File: config.mk
export PLATFORM = sky130hd
export DESIGN_NAME = elgamal_encrypt_unit
export DESIGN_NICKNAME = d
export VERILOG_FILES = /design/src/design/ege_pkg.sv /design/src/design/elgamal_encrypt_unit.sv /design/src/design/ege_modmul.sv /design/src/design/ege_datapath.sv /design/src/design/ege_sequencer.sv
export SDC_FILE = /design/constraint.sdc
export NUM_CORES = 1
export LEC_CHECK = 0
export ABC_AREA = 1
export BUFFER_PORTS_ARGS = -buffer_cell sky130_fd_sc_hd__buf_2
export CAP_MARGIN = 40
export CORE_ASPECT_RATIO = 1.75
export CORE_MARGIN = 2
export CORE_UTILIZATION = 50
export DETAILED_ROUTE_END_ITERATION = 10
export GPL_ROUTABILITY_DRIVEN = 1
export PLACE_DENSITY = 0.69
export SETUP_SLACK_MARGIN = 0.15
export SLEW_MARGIN = 20
export SYNTH_ARGS = -nofsm -noshare
export SYNTH_HDL_FRONTEND = slang
export SYNTH_SLANG_ARGS = --single-unit
File: constraint.sdc
create_clock -name clock -period 18.5 [get_ports clock]
set_input_delay 3.7 -clock clock [delete_from_list [all_inputs] [get_ports clock]]
set_output_delay 3.7 -clock clock [all_outputs]
set_load 0.005 [all_outputs]
File: src/design/ege_pkg.sv
// ege_pkg: shared types and constants for the elgamal encryption unit
// holds the microcode word layout, operand codes and register indexes
// no dependencies
`default_nettype none

package ege_pkg;

   // configuration register indexes
   localparam int CSR_INDEX_WIDTH = 2;
   typedef logic [CSR_INDEX_WIDTH-1:0] csr_index_type;
   localparam csr_index_type CSR_MODULUS    = 2'd0;
   localparam csr_index_type CSR_GENERATOR  = 2'd1;
   localparam csr_index_type CSR_PUBLIC_KEY = 2'd2;

   // field widths fixed by the interface
   localparam int DATA_WIDTH = 32;
   localparam int EXP_WIDTH  = 32;

   // datapath register / operand codes
   typedef logic [2:0] reg_sel_type;
   localparam reg_sel_type SEL_ONE = 3'd0;
   localparam reg_sel_type SEL_GB  = 3'd1;   // generator base / square
   localparam reg_sel_type SEL_KB  = 3'd2;   // key base / square
   localparam reg_sel_type SEL_GA  = 3'd3;   // generator power
   localparam reg_sel_type SEL_KA  = 3'd4;   // key power
   localparam reg_sel_type SEL_DG  = 3'd5;   // digit, later second part

   // microcode word kinds
   typedef logic [2:0] uop_kind_type;
   localparam uop_kind_type UOP_MUL  = 3'd0;  // dst = a * b mod m
   localparam uop_kind_type UOP_BRZ  = 3'd1;  // branch if exponent is zero
   localparam uop_kind_type UOP_BRC  = 3'd2;  // branch if exponent lsb clear
   localparam uop_kind_type UOP_JMP  = 3'd3;  // unconditional branch
   localparam uop_kind_type UOP_FIN  = 3'd4;  // deliver result, go idle

   localparam int PC_WIDTH = 4;
   typedef logic [PC_WIDTH-1:0] pc_type;

   typedef struct packed {
      uop_kind_type kind;
      reg_sel_type  src_a;
      reg_sel_type  src_b;
      reg_sel_type  dst;
      logic         shift_exp;
      pc_type       target;
   } ucode_word_type;

   // control from sequencer to datapath
   typedef struct packed {
      logic        load;
      logic        write;
      reg_sel_type dst;
      reg_sel_type src_a;
      reg_sel_type src_b;
      logic        shift_exp;
   } dp_ctrl_type;

   // status from datapath to sequencer
   typedef struct packed {
      logic exp_zero;
      logic exp_lsb;
   } dp_status_type;

   function automatic ucode_word_type uop(input uop_kind_type kind,
                                          input reg_sel_type a,
                                          input reg_sel_type b,
                                          input reg_sel_type d,
                                          input logic sh,
                                          input pc_type tgt);
      ucode_word_type w;
      w.kind      = kind;
      w.src_a     = a;
      w.src_b     = b;
      w.dst       = d;
      w.shift_exp = sh;
      w.target    = tgt;
      return w;
   endfunction

   // control program: reduce operands, square-and-multiply loop, final product
   function automatic ucode_word_type ucode_rom(input pc_type pc);
      ucode_word_type w;
      case (pc)
         4'd0:    w = uop(UOP_MUL, SEL_ONE, SEL_GB, SEL_GB, 1'b0, 4'd0);
         4'd1:    w = uop(UOP_MUL, SEL_ONE, SEL_KB, SEL_KB, 1'b0, 4'd0);
         4'd2:    w = uop(UOP_MUL, SEL_ONE, SEL_DG, SEL_DG, 1'b0, 4'd0);
         4'd3:    w = uop(UOP_BRZ, SEL_ONE, SEL_ONE, SEL_ONE, 1'b0, 4'd10);
         4'd4:    w = uop(UOP_BRC, SEL_ONE, SEL_ONE, SEL_ONE, 1'b0, 4'd7);
         4'd5:    w = uop(UOP_MUL, SEL_GA, SEL_GB, SEL_GA, 1'b0, 4'd0);
         4'd6:    w = uop(UOP_MUL, SEL_KA, SEL_KB, SEL_KA, 1'b0, 4'd0);
         4'd7:    w = uop(UOP_MUL, SEL_GB, SEL_GB, SEL_GB, 1'b0, 4'd0);
         4'd8:    w = uop(UOP_MUL, SEL_KB, SEL_KB, SEL_KB, 1'b1, 4'd0);
         4'd9:    w = uop(UOP_JMP, SEL_ONE, SEL_ONE, SEL_ONE, 1'b0, 4'd3);
         4'd10:   w = uop(UOP_MUL, SEL_KA, SEL_DG, SEL_DG, 1'b0, 4'd0);
         default: w = uop(UOP_FIN, SEL_ONE, SEL_ONE, SEL_ONE, 1'b0, 4'd0);
      endcase
      return w;
   endfunction

endpackage

`default_nettype wire

File: src/design/elgamal_encrypt_unit.sv
// elgamal_encrypt_unit: top level of the elgamal encryption block
// holds the configuration registers and wires sequencer, datapath, multiplier
// depends on ege_pkg, ege_modmul, ege_datapath, ege_sequencer
//
// usage
//  - configuration: csr_we writes csr_wdata into the register csr_index
//    selects (modulus, generator, public key); write only while busy is low
//  - request: a transfer happens at a clock edge with start high, busy low;
//    req_message_digit and req_ephemeral_exponent are captured then
//  - response: rsp_valid is high for exactly one cycle with rsp_cipher_first
//    (g^b mod p) and rsp_cipher_second (k^b * digit mod p); the receiver
//    cannot stall, so the result is simply presented and dropped
//  - one shared bit-serial modular multiplier computes every product; an item
//    takes four products to reduce the operands and finish, plus, for each
//    exponent bit up to the highest set bit, 4 products for a set bit and 2
//    for a clear one
//  - a new request is taken in the cycle the response strobe is up
//  - reset: modulus returns to 2, generator and public key to 0, the
//    sequencer goes idle and no response is pending
`default_nettype none

module elgamal_encrypt_unit
   import ege_pkg::*;
#(
   parameter int MOD_WIDTH = 32
) (
   input  wire logic                  clock,
   input  wire logic                  reset,
   input  wire logic                  start,
   output logic                       busy,
   input  wire logic [DATA_WIDTH-1:0] req_message_digit,
   input  wire logic [EXP_WIDTH-1:0]  req_ephemeral_exponent,
   output logic                       rsp_valid,
   output logic [DATA_WIDTH-1:0]      rsp_cipher_first,
   output logic [DATA_WIDTH-1:0]      rsp_cipher_second,
   input  wire logic                  csr_we,
   input  wire csr_index_type         csr_index,
   input  wire logic [DATA_WIDTH-1:0] csr_wdata
);

   localparam int W = MOD_WIDTH;

   logic [W-1:0]  modulus_ff, generator_ff, public_key_ff;
   logic [W:0]    mod_eff;
   logic [W-1:0]  one_val;
   logic          mul_start, mul_done;
   logic [W-1:0]  mul_a, mul_b, mul_result;
   logic [W-1:0]  first_val, second_val;
   dp_ctrl_type   ctrl;
   dp_status_type status;

   // configuration registers
   always_ff @(posedge clock) begin
      if (reset) begin
         modulus_ff    <= W'(2);
         generator_ff  <= '0;
         public_key_ff <= '0;
      end else if (csr_we) begin
         case (csr_index)
            CSR_MODULUS:    modulus_ff    <= csr_wdata[W-1:0];
            CSR_GENERATOR:  generator_ff  <= csr_wdata[W-1:0];
            CSR_PUBLIC_KEY: public_key_ff <= csr_wdata[W-1:0];
            default: ;
         endcase
      end
   end

   // zero modulus stands for 2^W; one mod m is zero only for m of one
   assign mod_eff = (modulus_ff == '0) ? {1'b1, {W{1'b0}}} : {1'b0, modulus_ff};
   assign one_val = (mod_eff == (W+1)'(1)) ? '0 : W'(1);

   ege_sequencer u_sequencer (
      .clock     (clock),
      .reset     (reset),
      .start     (start),
      .status    (status),
      .mul_done  (mul_done),
      .busy      (busy),
      .mul_start (mul_start),
      .ctrl      (ctrl),
      .rsp_valid (rsp_valid)
   );

   ege_datapath #(.W(W)) u_datapath (
      .clock      (clock),
      .ctrl       (ctrl),
      .one_val    (one_val),
      .gen_val    (generator_ff),
      .key_val    (public_key_ff),
      .digit_val  (req_message_digit[W-1:0]),
      .exp_val    (req_ephemeral_exponent),
      .mul_result (mul_result),
      .mul_a      (mul_a),
      .mul_b      (mul_b),
      .status     (status),
      .first_out  (first_val),
      .second_out (second_val)
   );

   ege_modmul #(.W(W)) u_modmul (
      .clock      (clock),
      .reset      (reset),
      .mul_start  (mul_start),
      .mul_a      (mul_a),
      .mul_b      (mul_b),
      .mul_m      (mod_eff),
      .mul_done   (mul_done),
      .mul_result (mul_result)
   );

   assign rsp_cipher_first  = DATA_WIDTH'(first_val);
   assign rsp_cipher_second = DATA_WIDTH'(second_val);

endmodule

`default_nettype wire

File: src/design/ege_modmul.sv
// ege_modmul: bit-serial interleaved modular multiplier, one bit of b per cycle
// result = a * b mod m, with a below m and b any value of the operand width
// depends on ege_pkg
`default_nettype none

module ege_modmul
   import ege_pkg::*;
#(
   parameter int W = 32
) (
   input  wire logic         clock,
   input  wire logic         reset,
   input  wire logic         mul_start,
   input  wire logic [W-1:0] mul_a,
   input  wire logic [W-1:0] mul_b,
   input  wire logic [W:0]   mul_m,
   output logic              mul_done,
   output logic [W-1:0]      mul_result
);

   localparam int CW = $clog2(W);

   logic [W-1:0]  r_ff, r_in;
   logic [W-1:0]  a_ff;
   logic [W-1:0]  b_ff;
   logic [CW-1:0] cnt_ff;
   logic          busy_ff;
   logic          done_ff;

   logic [W+1:0] m_ext, t1, t1r, t2, t2r;

   // one step: r = 2r mod m, then r = r + a*bit mod m
   always_comb begin
      m_ext = {1'b0, mul_m};
      t1    = {1'b0, r_ff, 1'b0};
      t1r   = (t1 >= m_ext) ? (t1 - m_ext) : t1;
      t2    = t1r + (b_ff[W-1] ? {2'b00, a_ff} : {(W+2){1'b0}});
      t2r   = (t2 >= m_ext) ? (t2 - m_ext) : t2;
      r_in  = t2r[W-1:0];
   end

   // control of the bit loop
   always_ff @(posedge clock) begin
      if (reset) begin
         busy_ff <= 1'b0;
         done_ff <= 1'b0;
         cnt_ff  <= '0;
      end else begin
         done_ff <= 1'b0;
         if (mul_start) begin
            busy_ff <= 1'b1;
            cnt_ff  <= CW'(W - 1);
         end else if (busy_ff) begin
            if (cnt_ff == '0) begin
               busy_ff <= 1'b0;
               done_ff <= 1'b1;
            end else begin
               cnt_ff <= cnt_ff - 1'b1;
            end
         end
      end
   end

   // operand and partial result registers
   always_ff @(posedge clock) begin
      if (mul_start) begin
         r_ff <= '0;
         a_ff <= mul_a;
         b_ff <= mul_b;
      end else if (busy_ff) begin
         r_ff <= r_in;
         b_ff <= {b_ff[W-2:0], 1'b0};
      end
   end

   assign mul_done   = done_ff;
   assign mul_result = r_ff;

endmodule

`default_nettype wire

File: src/design/ege_datapath.sv
// ege_datapath: operand registers, exponent shifter and operand selection
// driven by the sequencer control struct; feeds the modular multiplier
// depends on ege_pkg
`default_nettype none

module ege_datapath
   import ege_pkg::*;
#(
   parameter int W = 32
) (
   input  wire logic                 clock,
   input  wire dp_ctrl_type          ctrl,
   input  wire logic [W-1:0]         one_val,
   input  wire logic [W-1:0]         gen_val,
   input  wire logic [W-1:0]         key_val,
   input  wire logic [W-1:0]         digit_val,
   input  wire logic [EXP_WIDTH-1:0] exp_val,
   input  wire logic [W-1:0]         mul_result,
   output logic [W-1:0]              mul_a,
   output logic [W-1:0]              mul_b,
   output dp_status_type             status,
   output logic [W-1:0]              first_out,
   output logic [W-1:0]              second_out
);

   logic [W-1:0]         gb_ff, kb_ff, ga_ff, ka_ff, dg_ff;
   logic [EXP_WIDTH-1:0] exp_ff;

   function automatic logic [W-1:0] pick(input reg_sel_type sel,
                                         input logic [W-1:0] one_v,
                                         input logic [W-1:0] gb,
                                         input logic [W-1:0] kb,
                                         input logic [W-1:0] ga,
                                         input logic [W-1:0] ka,
                                         input logic [W-1:0] dg);
      logic [W-1:0] v;
      case (sel)
         SEL_ONE: v = one_v;
         SEL_GB:  v = gb;
         SEL_KB:  v = kb;
         SEL_GA:  v = ga;
         SEL_KA:  v = ka;
         SEL_DG:  v = dg;
         default: v = one_v;
      endcase
      return v;
   endfunction

   // operand selection for the multiplier
   assign mul_a = pick(ctrl.src_a, one_val, gb_ff, kb_ff, ga_ff, ka_ff, dg_ff);
   assign mul_b = pick(ctrl.src_b, one_val, gb_ff, kb_ff, ga_ff, ka_ff, dg_ff);

   // register file: load on item transfer, write back on multiplier done
   always_ff @(posedge clock) begin
      if (ctrl.load) begin
         gb_ff  <= gen_val;
         kb_ff  <= key_val;
         dg_ff  <= digit_val;
         ga_ff  <= one_val;
         ka_ff  <= one_val;
         exp_ff <= exp_val;
      end else if (ctrl.write) begin
         case (ctrl.dst)
            SEL_GB:  gb_ff <= mul_result;
            SEL_KB:  kb_ff <= mul_result;
            SEL_GA:  ga_ff <= mul_result;
            SEL_KA:  ka_ff <= mul_result;
            SEL_DG:  dg_ff <= mul_result;
            default: ;
         endcase
         if (ctrl.shift_exp) begin
            exp_ff <= {1'b0, exp_ff[EXP_WIDTH-1:1]};
         end
      end
   end

   assign status.exp_zero = (exp_ff == '0);
   assign status.exp_lsb  = exp_ff[0];
   assign first_out       = ga_ff;
   assign second_out      = dg_ff;

endmodule

`default_nettype wire

File: src/design/ege_sequencer.sv
// ege_sequencer: microcode step counter, control rom decode and branching
// issues multiplies, waits for completion, raises the result strobe
// depends on ege_pkg
`default_nettype none

module ege_sequencer
   import ege_pkg::*;
(
   input  wire logic          clock,
   input  wire logic          reset,
   input  wire logic          start,
   input  wire dp_status_type status,
   input  wire logic          mul_done,
   output logic               busy,
   output logic               mul_start,
   output dp_ctrl_type        ctrl,
   output logic               rsp_valid
);

   localparam logic [1:0] ST_IDLE  = 2'd0;
   localparam logic [1:0] ST_ISSUE = 2'd1;
   localparam logic [1:0] ST_WAIT  = 2'd2;

   logic [1:0]     state_ff, state_in;
   pc_type         pc_ff, pc_in;
   logic           valid_ff, valid_in;
   ucode_word_type word;

   assign word = ucode_rom(pc_ff);

   // next step and control decode
   always_comb begin
      state_in       = state_ff;
      pc_in          = pc_ff;
      valid_in       = 1'b0;
      mul_start      = 1'b0;
      ctrl.load      = 1'b0;
      ctrl.write     = 1'b0;
      ctrl.dst       = word.dst;
      ctrl.src_a     = word.src_a;
      ctrl.src_b     = word.src_b;
      ctrl.shift_exp = word.shift_exp;
      case (state_ff)
         ST_IDLE: begin
            if (start) begin
               ctrl.load = 1'b1;
               pc_in     = '0;
               state_in  = ST_ISSUE;
            end
         end
         ST_ISSUE: begin
            case (word.kind)
               UOP_MUL: begin
                  mul_start = 1'b1;
                  state_in  = ST_WAIT;
               end
               UOP_BRZ: pc_in = status.exp_zero ? word.target : pc_ff + 1'b1;
               UOP_BRC: pc_in = status.exp_lsb ? pc_ff + 1'b1 : word.target;
               UOP_JMP: pc_in = word.target;
               default: begin
                  valid_in = 1'b1;
                  state_in = ST_IDLE;
               end
            endcase
         end
         ST_WAIT: begin
            if (mul_done) begin
               ctrl.write = 1'b1;
               pc_in      = pc_ff + 1'b1;
               state_in   = ST_ISSUE;
            end
         end
         default: state_in = ST_IDLE;
      endcase
   end

   always_ff @(posedge clock) begin
      if (reset) begin
         state_ff <= ST_IDLE;
         pc_ff    <= '0;
         valid_ff <= 1'b0;
      end else begin
         state_ff <= state_in;
         pc_ff    <= pc_in;
         valid_ff <= valid_in;
      end
   end

   assign busy      = (state_ff != ST_IDLE);
   assign rsp_valid = valid_ff;

endmodule

`default_nettype wire

; After elaboration in Yosys (flattened, before gate mapping)
; Memory sizes are Yosys's and may differ from the RTL's. A register that Yosys moved wholly into a read port is not among the register bits.
; Cells that the tools add are included.
[word_totals]
elab_cells = 141
rom_bits = 272
out_inout_bits = 66
ff_bits = 398
mem_count = 1
in_bits = 102
[classes]
n_lt_le_gt_ge = 2
bitwise_logic = 2
reduce_logical = 32
n_eq_ne = 28
n_addsub = 5
mux = 53
[mem_list]
columns = name, depth, word_bits, read_ports, rd_clocked_by_memory_dff, write_ports, line
row1 = (name not given), 16, 17, 1, 1, 0, ege_pkg.sv:83  ; case (pc)
[op_table]
columns = cell, count
row1 = $mux 32, 22
row2 = $pmux 32 s5, 2
row3 = $logic_not 32->1, 2
row4 = $add 34x32->34, 1
row5 = $ge 34x33->1, 1
row6 = $mux 34, 1
row7 = $sub 33x33->34, 1
row8 = $eq 33x1->1 const B, 1
row9 = $ge 33x33->1, 1
row10 = $mux 33, 1
row11 = $sub 32x32->32, 1
row12 = $eq 3x2->1 const B, 8
row13 = $mux 4, 6
row14 = $pmux 4 s3, 2
row15 = $reduce_and 2->1, 10
row16 = $eq 3x3->1 const B, 6
row17 = $reduce_bool 2->1, 9
row18 = $mux 5, 3
row19 = $eq 3x1->1 const B, 4
row20 = $mux 1, 12
row21 = $ne 2x2->1 const B, 3
row22 = $pmux 2 s3, 1
row23 = $reduce_or 3->1, 2
row24 = $logic_not 5->1, 1
row25 = 16 further kinds, 21

; Logic depth before layout (Yosys ltp)
[depth]
ltp_word = 7
depth_mapped = 45
ltp_nobuf = 43

; Cells and area by module
; From an unflattened synthesis, not the netlist that was laid out.
[unflattened]
cells_unflattened = 3762
hier_area_um2 = 27020.9
[by_module_without_submodules]
columns = mod, area_each_um2, seq_area_each_um2, cells_per_inst, instances
row1 = ege_datapath, 11182.0, 5765.5, 1387, 1
row2 = ege_modmul, 10851.7, 2702.6, 1691, 1
row3 = elgamal_encrypt_unit, 3724.8, 1921.8, 522, 1
row4 = ege_sequencer, 1262.5, 440.4, 162, 1

; Worst setup path before layout
; Ideal clock, no wire load.
[synth_timing]
kind = register -> register
from = register modulus_ff[20]
to = register u_modmul.r_ff[13], in the netlist u_modmul.mul_result[13]
path_stages_with_launch = 40
setup_ps = 113
period_less_slack_ps = 5842
slack_ps = 12658
arrival_ps = 5729
path_cell_list = dfxtp_1 -> nor4_1 -> nand2_1 -> nor4_1 -> nand4_1 -> ha_1 -> inv_2 -> nor4_4 -> nand2_1 -> nand2_1 -> nor2_2 -> nand2_4 -> buf_2 -> clkbuf_1 -> o21ai_0 -> ha_1 -> a21oi_1 -> nand2_1 -> (+4 left out) -> nand2_1 -> nand2_1 -> xor2_1 -> inv_1 -> ha_1 -> a21oi_1 -> o21ai_0 -> nand2_1 -> nand3_1 -> nor2_1 -> nand2_1 -> nand2_1 -> nand2_1 -> a21oi_2 -> buf_2 -> nand3_1 -> nand3_1 -> nand2_1
[synth_between]
elab_chain_cells = 7
elab_cells_between_ends = 9
[synth_lines]
columns = item, line
row1 = from (decl), elgamal_encrypt_unit.sv:43  ; logic [W-1:0] modulus_ff, generator_ff, public_key_ff;
row2 = from (signal assigned), elgamal_encrypt_unit.sv:60  ; CSR_MODULUS: modulus_ff <= csr_wdata[W-1:0];
row3 = $logic_not 32->1, elgamal_encrypt_unit.sv:69  ; assign mod_eff = (modulus_ff == '0) ? {1'b1, {W{1'b0}}} : {1'b0, modulus_ff};
row4 = $mux 33 *, elgamal_encrypt_unit.sv:69
row5 = $sub 33x33->34 / $ge 33x33->1 (equally long branches), ege_modmul.sv:36  ; t1r = (t1 >= m_ext) ? (t1 - m_ext) : t1;
row6 = $mux 34, ege_modmul.sv:36
row7 = $add 34x32->34, ege_modmul.sv:37  ; t2 = t1r + (b_ff[W-1] ? {2'b00, a_ff} : {(W+2){1'b0}});
row8 = $sub 32x32->32 / $ge 34x33->1 (equally long branches), ege_modmul.sv:38  ; t2r = (t2 >= m_ext) ? (t2 - m_ext) : t2;
row9 = $mux 32 *, ege_modmul.sv:38
row10 = to (signal assigned), ege_modmul.sv:71  ; r_ff <= r_in;
row11 = to (decl), ege_modmul.sv:23  ; logic [W-1:0] r_ff, r_in;
; Every way passes the cells marked *; elsewhere a longest branch is shown, timed or not.
; A chain may end at the register's enable or synchronous reset.

; Worst setup path in the final report
[layout_timing]
from = register modulus_ff[20]
to = register u_modmul.r_ff[17], in the netlist u_modmul.mul_result[17]
; Same word-level chain as after synthesis.

==> flow_summary_export.csv <==
group,metric,value,unit
outcome,status,"finished clean",
cts,clk_latency,0.55,ns
drt,drtPass1Iterations,7,
setup_path,cp_max_fo,42,
setup_path,r2r_slack,9.40,ns
timing,worst_pin_slew,0.934,ns
logic_synthesis,syn_inst,3187,
cts,postCtsHoldBufs,0,
timing,finClkSkew,0.0212,ns
timing,finalSetupTns,0,ns
job,cap_violations,0,
die,coreArea,47900,um^2
drt,drt_iter0_markers,1923,
die,ioPinCount,168,
logic_synthesis,synth_top_area_frac,0.316,
cts,cts_buffers,39,
timing,fin_crit,9.10,ns
drt,antenna_left,0,
finish,nFillCells,4508,
cts,cts_tree,"built",
cts,cts.sinks,413,
setup_path,startpoint_type,"flop",
logic_synthesis,ys_ff_latch,413,
setup_path,critical_path_class,"reg -> reg",
drt,drcViolationCount,0,
cts,post_cts_resized,0,
die,rows,106,
cts,path_clk_slew,0.06,ns
place,gp_congestion,1.09,
hold_path,hold_path.class,"reg -> reg",
place,postPlaceCellArea,25900,um^2
cts,cts_root_buf,"clkbuf_16",
logic_synthesis,avgSynthCellArea,7.63,um^2
grt,grt_pass1_wl,137000,um
grt,grt_pass1_vias,22948,
logic_synthesis,yosys_warnings,0,
timing,maxSlewViolCount,0,
logic_synthesis,synth_edf_count,256,
finish,stdcell_area,27300,um^2
timing,fmax,110,MHz
timing,period_share,0.492,
logic_synthesis,synthTopCellsByArea,"edfxtp_1 32%, nand2_1 15%, dfxtp_1 13%",
die,die_h,296,um
die,die_area,50500,um^2
logic_synthesis,synth_nets,3397,
cts,cts_buffer_depth,3,
grt,grt_max_degree,71,
timing,relSlewSlack,0.370,
setup_path,critPathMaxStageDelay,0.73,ns
setup_path,worst_ep_required_time,18.94,ns
logic_synthesis,synth.distinct_cells,50,
die,initial_core_util,0.508,
die,die_x,171,um
timing,setup_viol,0,
timing,worst_hold_slack,0.449,ns
setup_path,cpMaxStageDelayCell,"o21ai_0",
place,dpl.hpwl,71800,um
cts,cts_setup_buffers,0,
setup_path,cpMostUsedCell,"nand2_1",
setup_path,cp-end-kind,"flop",
logic_synthesis,syn_area,24300,um^2
logic_synthesis,ys_seq_area_frac,0.446,
cts,htree_num_levels,2,
drt,routed-via-count,23011,
drt,routed_wl,94500,um
drt,routedWlPerCell,23.6,um
logic_synthesis,synth_area_leader_cell,"edfxtp_1",
drt,vias_per_cell,5.75,
logic_synthesis,async_flop_share,0,
grt,antenna_found_initial,3,
grt,track_usage,0.370,
logic_synthesis,ys.flop_type,"edfxtp_1",
timing,rsz0062_at_grt,"false",
finish,area_delta_synth_final,12.1,%
timing,hold_violations,0,
finish,nets,3531,
setup_path,crit_arrival,9.54,ns
grt,overflow,0,
place,portBuffers,167,
finish,drive_above_1_share,0.0987,
[flip-flops by register name (all words and copies together) (netlist names), 2 cells and up]
register	cells
generator_ff	32
u_datapath.exp_ff	32
u_datapath.second_out	32
u_sequencer.state_ff	2
u_modmul.cnt_ff	5
modulus_ff	32
u_datapath.gb_ff	32
public_key_ff	32
u_datapath.first_out	32
u_datapath.kb_ff	32
u_modmul.a_ff	32
u_sequencer.word	15
u_datapath.ka_ff	32
u_modmul.b_ff	32
u_modmul.mul_result	32
u_sequencer.pc_ff	4
[kinds of logic (layout without fill, tap and decap cells)]
family / count (synthesis) / in the layout / share of synthesized area
flops: 413 / 413 / 0.446
compound gates: 571 / 571 / 0.136
fa+ha+maj: 108 / 108 / 0.0565
simple gates: 1494 / 1494 / 0.250
buf+inv: 520 / 685 / 0.0826
other cells: 0 / 4 / 0
xor+xnor: 81 / 81 / 0.0292
[placed cells by master (no fill, tap or decap), drive strengths merged, types with 4 or more instances in the layout]
cell      count
edfxtp      256
dfxtp       157
nand3b        5
bufinv        4
or2           6
o31ai         4
o21bai       11
inv         411
a221o        15
a31oi        13
xor2         54
a21oi       181
nor3         19
xnor2        27
diode         4
o211ai       11
nor2        247
a22oi        17
a21o          9
clkinvlp      5
nand4        17
nor4         16
clkbuf       50
a22o          7
clkinv       11
ha          105
nand3       171
nand2      1012
a221oi       19
o21ai       251
buf         201
o2111ai      17
[layer usage]
metal | global-route usage | routed length [um]
met1 | 0.379 | 31900
met5 | 0 | 11
met3 | 0.0495 | 5760
met2 | 0.671 | 48300
met4 | 0.294 | 8540
[worst max-delay path, delay by kind of cell, from the launching register on]
family | cells | cell delay, ns
buf+inv | 5 | 0.63
fa+ha+maj | 4 | 1.52
flops | 1 | 0.32
xor+xnor | 2 | 0.51
compound gates | 4 | 2.20
simple gates | 21 | 3.77
[through the flow]
stage,cells,util,worst slack (ns)
final,4004,0.569,9.40
after global routing,4002,0.569,8.93
after CTS,3999,0.569,9.56
after detailed placement,3927,0.540,9.59
after global placement,3920,0.539,9.76
after floorplan,3187,-,12.66
[Yosys cell counts (16+ instances only)]
| library cell | count |
|---|---|
| edfxtp_1 | 256 |
| nor2_1 | 241 |
| nor3_1 | 16 |
| a21oi_1 | 180 |
| nand3_1 | 166 |
| clkbuf_1 | 95 |
| dfxtp_1 | 157 |
| inv_1 | 404 |
| xnor2_1 | 27 |
| ha_1 | 105 |
| nand2_1 | 1000 |
| nand4_1 | 17 |
| o21ai_0 | 250 |
| a221oi_1 | 19 |
| o2111ai_1 | 17 |
| xor2_1 | 54 |
| a22oi_1 | 17 |
[final timing paths]
kind,start,endpoint,cells after the start
max,modulus_ff[20],u_modmul.mul_result[17],36
min,public_key_ff[10],public_key_ff[10],2
max reg2reg,modulus_ff[20],u_modmul.mul_result[17],36
min reg2reg,public_key_ff[10],public_key_ff[10],2
[layout make-up]
type	instances	area [um^2]	share of cell area
timing repair buffer	204	1130	0.0415
clock inverter	22	238	0.00872
sequential	413	10800	0.397
antenna	4	10.0	0.000367
tap	648	811	0.0297
multi-input combinational	2254	11600	0.424
inverter	409	1540	0.0564
clock buffer	50	1140	0.0417
Power is left out: the tool's default activity adds up to more than one toggle a clock period on the data nets, which glitch-free logic cannot reach.
